## config.mk

```make
export PLATFORM = sky130hd
export DESIGN_NAME = nbel_ctrl
export DESIGN_NICKNAME = d
export VERILOG_FILES = /design/src/design/nbel_pkg.sv /design/src/design/nbel_ctrl.sv
export SDC_FILE = /design/constraint.sdc
export NUM_CORES = 1
export LEC_CHECK = 0
export ABC_CLOCK_PERIOD_IN_PS = 1700
export BUFFER_PORTS_ARGS = -buffer_cell sky130_fd_sc_hd__buf_2
export CORE_AREA = 2 2 39 41
export DETAILED_ROUTE_END_ITERATION = 8
export DIE_AREA = 0 0 41 43
export GPL_ROUTABILITY_DRIVEN = 0
export PLACE_DENSITY_LB_ADDON = 0.15
export SLEW_MARGIN = 10
export SYNTH_ARGS = -nofsm -noshare
export SYNTH_HDL_FRONTEND = slang
export SYNTH_SLANG_ARGS = --single-unit
```

## constraint.sdc

```tcl
create_clock -name clk -period 1.7 [get_ports clk]
set_clock_uncertainty 0.15 [all_clocks]
set_input_delay 0.17 -clock clk [delete_from_list [all_inputs] [get_ports clk]]
set_output_delay 0.17 -clock clk [all_outputs]
set_load 0.005 [all_outputs]
```

## src/design/nbel_pkg.sv

```systemverilog
`timescale 1ns / 1ps
`default_nettype none
// ----------------------------------------------------------------------------
// nbel_pkg
// Shared widths, register indexes, controller states and the command and
// status groups between the region lookup controller and its datapath.
// ----------------------------------------------------------------------------
package nbel_pkg;

  localparam int COORD_W     = 32;
  localparam int LEN_W       = 31;
  localparam int TRIG_W      = 16;
  localparam int COUNT_W     = 5;
  localparam int ENTRY_W     = 4;
  localparam int CFG_INDEX_W = 3;
  localparam int CFG_DATA_W  = 32;
  localparam int DIFF_W      = COORD_W + 1;
  localparam int PROD_W      = DIFF_W + TRIG_W;
  localparam int ACC_W       = PROD_W + 1;
  localparam int HALF_SHIFT  = 14;

  localparam logic [CFG_INDEX_W-1:0] REG_CENTER_X     = 3'd0;
  localparam logic [CFG_INDEX_W-1:0] REG_CENTER_Y     = 3'd1;
  localparam logic [CFG_INDEX_W-1:0] REG_CENTER_Z     = 3'd2;
  localparam logic [CFG_INDEX_W-1:0] REG_COS_ANGLE    = 3'd3;
  localparam logic [CFG_INDEX_W-1:0] REG_SIN_ANGLE    = 3'd4;
  localparam logic [CFG_INDEX_W-1:0] REG_REGION_COUNT = 3'd5;

  localparam logic signed [TRIG_W-1:0] COS_RESET = 16'sd32767;

  typedef enum logic [3:0] {
    ST_IDLE,
    ST_MUL_DXC,
    ST_MUL_DYS,
    ST_MUL_DYC,
    ST_MUL_DXS,
    ST_ACC_V,
    ST_ABS,
    ST_SCAN,
    ST_FINISH
  } nbel_state_t;

  typedef enum logic [1:0] {
    MUL_DX_COS,
    MUL_DY_SIN,
    MUL_DY_COS,
    MUL_DX_SIN
  } nbel_mul_sel_t;

  typedef enum logic [2:0] {
    ACC_HOLD,
    ACC_U_SET,
    ACC_U_ADD,
    ACC_V_SET,
    ACC_V_SUB
  } nbel_acc_op_t;

  typedef struct packed {
    logic [LEN_W-1:0] len_x;
    logic [LEN_W-1:0] len_y;
    logic [LEN_W-1:0] len_z;
    logic [LEN_W-1:0] edge_h;
    logic [LEN_W-1:0] edge_v;
  } nbel_entry_t;

  typedef struct packed {
    logic          load_point;
    logic          write_entry;
    logic          mul_en;
    nbel_mul_sel_t mul_sel;
    nbel_acc_op_t  acc_op;
    logic          scan_start;
    logic          scan_eval;
    logic          scan_next;
    logic          result_load;
  } nbel_cmd_t;

  typedef struct packed {
    logic count_zero;
    logic hit;
    logic last;
    logic out_free;
  } nbel_status_t;

endpackage
`default_nettype wire

```

## src/design/nbel_ctrl.sv

```systemverilog
`timescale 1ns / 1ps
`default_nettype none
// ----------------------------------------------------------------------------
// nbel_ctrl
// Sequencer for one query: four shared multiplies, magnitude step, entry
// scan and result hand-off. Load items are taken in idle.
// ----------------------------------------------------------------------------
module nbel_ctrl (
  input  wire logic                clk,
  input  wire logic                rst_n,
  input  wire logic                in_valid,
  input  wire logic                in_mode,
  output logic                     in_ready,
  input  wire nbel_pkg::nbel_status_t status,
  output nbel_pkg::nbel_cmd_t      cmd
);
  import nbel_pkg::*;

  nbel_state_t state_r, state_nxt;

  always_ff @(posedge clk) begin
    if (!rst_n) begin
      state_r <= ST_IDLE;
    end else begin
      state_r <= state_nxt;
    end
  end

  always_comb begin
    state_nxt = state_r;
    unique case (state_r)
      ST_IDLE: begin
        if (in_valid && !in_mode) state_nxt = ST_MUL_DXC;
      end
      ST_MUL_DXC: state_nxt = ST_MUL_DYS;
      ST_MUL_DYS: state_nxt = ST_MUL_DYC;
      ST_MUL_DYC: state_nxt = ST_MUL_DXS;
      ST_MUL_DXS: state_nxt = ST_ACC_V;
      ST_ACC_V:   state_nxt = ST_ABS;
      ST_ABS: begin
        state_nxt = status.count_zero ? ST_FINISH : ST_SCAN;
      end
      ST_SCAN: begin
        if (status.hit || status.last) state_nxt = ST_FINISH;
      end
      ST_FINISH: begin
        if (status.out_free) state_nxt = ST_IDLE;
      end
      default: state_nxt = ST_IDLE;
    endcase
  end

  always_comb begin
    in_ready = 1'b0;
    cmd      = '0;
    cmd.mul_sel = MUL_DX_COS;
    cmd.acc_op  = ACC_HOLD;
    unique case (state_r)
      ST_IDLE: begin
        in_ready        = 1'b1;
        cmd.load_point  = in_valid && !in_mode;
        cmd.write_entry = in_valid && in_mode;
      end
      ST_MUL_DXC: begin
        cmd.mul_en  = 1'b1;
        cmd.mul_sel = MUL_DX_COS;
      end
      ST_MUL_DYS: begin
        cmd.mul_en  = 1'b1;
        cmd.mul_sel = MUL_DY_SIN;
        cmd.acc_op  = ACC_U_SET;
      end
      ST_MUL_DYC: begin
        cmd.mul_en  = 1'b1;
        cmd.mul_sel = MUL_DY_COS;
        cmd.acc_op  = ACC_U_ADD;
      end
      ST_MUL_DXS: begin
        cmd.mul_en  = 1'b1;
        cmd.mul_sel = MUL_DX_SIN;
        cmd.acc_op  = ACC_V_SET;
      end
      ST_ACC_V: begin
        cmd.acc_op = ACC_V_SUB;
      end
      ST_ABS: begin
        cmd.scan_start = 1'b1;
      end
      ST_SCAN: begin
        cmd.scan_eval = 1'b1;
        cmd.scan_next = !(status.hit || status.last);
      end
      ST_FINISH: begin
        cmd.result_load = status.out_free;
      end
      default: begin
        cmd = '0;
      end
    endcase
  end

endmodule
`default_nettype wire

```

* Word level (Yosys, flattened, before mapping)
Index checks and enable logic that the tools add are counted.
** Word-level totals
- Output and inout port bits :: 13
- Logic and storage cells :: 31
- Input bits :: 8
- Flip-flop bits (word level) :: 4
** Operators by class
- Multiplexer cells :: 12
- Eq/ne operators :: 11
- Reductions and logical operators :: 7
** Operators with widths (number)
- $pmux W4 S9 :: 1
- $pmux W3 S4 :: 2
- $eq A4 B3 Y1 const B :: 4
- $mux W4 :: 4
- $eq A4 B2 Y1 const B :: 2
- $ne A2 B2 Y1 const B :: 3
- $eq A4 B1 Y1 const B :: 1
- $eq A4 B4 Y1 const B :: 1
- $logic_not A4 Y1 :: 1
- $mux W2 :: 2
- $mux W1 :: 3
- $reduce_and A3 Y1 :: 1
- $logic_and A1 B1 Y1 :: 2
- $logic_not A1 Y1 :: 2
- $logic_or A1 B1 Y1 :: 1

* Depth between registers and ports, before layout
- Depth in word-level cells :: 4
- Mapped depth :: 4
- Mapped depth without buffers :: 3

* Worst setup path before layout
OpenSTA, ideal clock, no wires.
- Kind :: flip-flop to flip-flop
- Start :: register state_r[2]
- End :: register state_r[3]
- Data arrival time :: 1.159 ns
- Slack :: 0.330 ns
- Clock period less this slack :: 1.370 ns
- Setup time :: 0.061 ns
- Stages on the path, launching flop included :: 4
- Buffers on the path :: 0
- Required time :: 1.489 ns
- Path through :: dfxtp_1 -> or4b_1 -> o22ai_1 -> and4b_1
** Between the ends
- Longest elaborated chain between the ends :: 3
- Elaborated cells on any way between the ends :: 14
- Those cells by class :: eq/ne (11); mux (1); reduce/logical (2)
** RTL lines
- from (decl) :: RTL line nbel_ctrl.sv:19 : nbel_state_t state_r, state_nxt;
- from (signal assigned) :: RTL line nbel_ctrl.sv:25 : state_r <= state_nxt;
- $eq A4 B3 Y1, or another cell as far along :: RTL line nbel_ctrl.sv:31 : unique case (state_r)
- $ne A2 B2 Y1 (no line)
- $reduce_and A3 Y1 (no line)
Several ways; a longest one is shown, not always the timed one.
A chain may end at the register's enable or synchronous reset.

==> flow_summary.ini <==
[grt]
met2_usage_pct = 16.6
met1_usage_pct = 14.8
grt_pass1_vias = 333
grtUsageTotal_pct = 11.5
grt-ovfl-total = 0
grt_pass1_wl_mm = 1.37
met3_usage_pct = 3.14
gr-max-usage-layer = met2
grt_max_degree = 13
antenna_found_initial = 0

[floorplan]
fp-row-count = 14
start_util_pct = 26.8
die-area_sq_um = 1760
die_w_um = 41
io_pins = 21
die_h_um = 43
coreArea_sq_um = 1380

[route]
dr.pass1.iters = 4
drc = 0
dr.first_iter.drc_count = 6
ant_nets = 0
post_drt_wl_per_cell_um = 10.7
wirelength_um = 996
via_per_inst = 4.83
vias = 449

[cts]
cts.sinks = 4
cts_tree = built
clkTransAtPathRegs_ps = 40
cts-htree-levels = 1
cts_max_path_buffers = 2
clkLatencyLatePin_ps = 230
numCtsBuffers = 3
cts_root_buffer = clkbuf_4
hold_buffers = 0

[synth]
yosysTopAreaCell = dfxtp_1
avgSynthCellArea_sq_um = 7.72
yosysSeqAreaShare_pct = 21.6
synth-seq-cells = 4
async_reset_ff_share_pct = 0
synth_edf_count = 0
synth.net_count = 56
netlist_area_sq_um = 370
synth_ff_type = dfxtp_1
yosys_warnings = 0
ys_types = 26
synth_cells = 48
synth_top_area_share_pct = 21.6
ys_top_cells_by_area = dfxtp_1 22%, a21oi_1 6.8%, o21a_1 6.1%

[timing]
maxSlewViolCount = 0
rsz0062_at_grt = true
max_freq_mhz = 582
relSlewSlack_pct = 78.5
period_minus_slack_ps = 1720
min_period_over_period_pct = 101
setup_slack_ps = -17.8
hold_violations = 0
tightestPinTransition_ps = 322
setup_viol = 1

[cells_and_area]
n_antenna_cell = 0
syn_to_final_growth_pct = 58.1
stdcell_count = 93
fill_cells = 152
largestRegisters = state_r: 4 flops
final_util_pct = 42.3
regArea_sq_um = 88.8
multi_input_area_sq_um = 264
nets = 87
drive_above_1_share_pct = 51.9
top_register = state_r
largest_reg_flops = 4

[min_path]
hold_path_class = in -> reg
min_path_cells = 2

[flow_run]
maxCapViolCount = 0

[power]
leakagePower_nw = 0.306
p_per_area_nw_per_um2 = 726
vdd_drop_max_v = 0.000286

[setup_path]
worst-path-max-fanout = 3
cp_data_required_time_ps = 1380
worstSetupStartpointType = register
slowest_stage = or4b_4
crit_chain = buf_4 -> or4b_4 -> nor2_2 -> buf_2
reg2reg_depth = 5
path_buf_inv = 2
critical_path_arrival_ps = 1400
crit_family = simple AND/OR/NAND/NOR gates
max_stage_delay_ps = 480
crit_type = reg -> out
cp-end-kind = output port
cp.depth = 4

[status]
failed_checks = setup timing
status = finished with violations

[placed_design]
hpwlAfterDp_um = 738
place_inst = 84
io_buffer_count = 20
timing repair:
item	CTS	global route
pin swaps	0	4
resized for setup	3	5
setup buffers	0	6
setup endpoints to repair	2	4
Yosys cell counts (all sizes together) (2+ instances only):
cell and instances:
o21a 3, nor3 3, nand2 3, nand2b 3, nand3b 2, a21oi 5
buf 3, dfxtp 4, nor2 5, inv 3
worst reg2reg max path, stage by stage (launching register included):
cell and delay [ps]:
dfxtp_2 340, buf_4 150, nand4b_1 250, nor3_2 260, buf_4 140, and4b_1 180
worst paths after layout:
kind / startpoint / endpoint / slack [ps]
worst max-delay path: state_r[0] / cmd[0] / -20
worst min-delay path: rst_n / state_r[0] / 50
worst max register to register: state_r[3] / state_r[3] / 120
worst min register to register: state_r[3] / state_r[3] / 540
cells by family (layout without fill, tap and decap cells):
| kind of cell | count (synthesis) | count (layout) | share of synthesized area, % |
|---|---|---|---|
| and+or+nand+nor | 24 | 24 | 45.3 |
| AOI/OAI and AO/OA | 11 | 11 | 19.6 |
| buffers and inverters | 7 | 36 | 8.78 |
| DFF | 4 | 4 | 21.6 |
| xor gates and xnor gates | 2 | 2 | 4.73 |
cells in the final DEF (no fill, tap or decap), types with 3 or more instances in the layout:
cell / n
nor2_1: 4
a21oi_1: 5
nand2b_1: 3
clkbuf_4: 3
nand2_1: 3
buf_2: 20
o21a_1: 3
buf_4: 9
inv_1: 3
power breakdown:
part / switching, W / internal, W / leakage (nW) / total [W]
Sequential: 0.0000197 / 0.000107 / 0.0345 / 0.000126
Clock: 0.0000380 / 0.0000789 / 0.0138 / 0.000117
Combinational: 0.0000769 / 0.000105 / 0.258 / 0.000182
final cells by class:
| cell class | count | area share (%) |
|---|---|---|
| Clock buffer | 3 | 3.85 |
| Inverter | 3 | 1.92 |
| Multi-Input combinational cell | 37 | 45.1 |
| Sequential cell | 4 | 15.2 |
| Tap cell | 16 | 3.42 |
| Timing Repair Buffer | 30 | 30.6 |
per-stage QoR:
stage          hold WS [ps]  setup TNS [ps]  power, W  instance area (sq um)  setup WS [ps]
6_report               45.9           -17.8  0.000425                    586          -17.8
3_3_place_gp            286               0  0.000278                    499            171
5_1_grt                34.8            -245  0.000468                    586          -87.2
2_1_floorplan           138               0  0.000221                    370            330
3_5_place_dp            284               0  0.000276                    499            154
4_1_cts                40.5               0  0.000399                    529           5.75
routing by layer:
layer / wire length [um] / share of wire [%]
met3: 77 / 7.7
met4: 0 / 0
met1: 424 / 43
met5: 0 / 0
met2: 494 / 50
(Power assumes the default switching activity.)
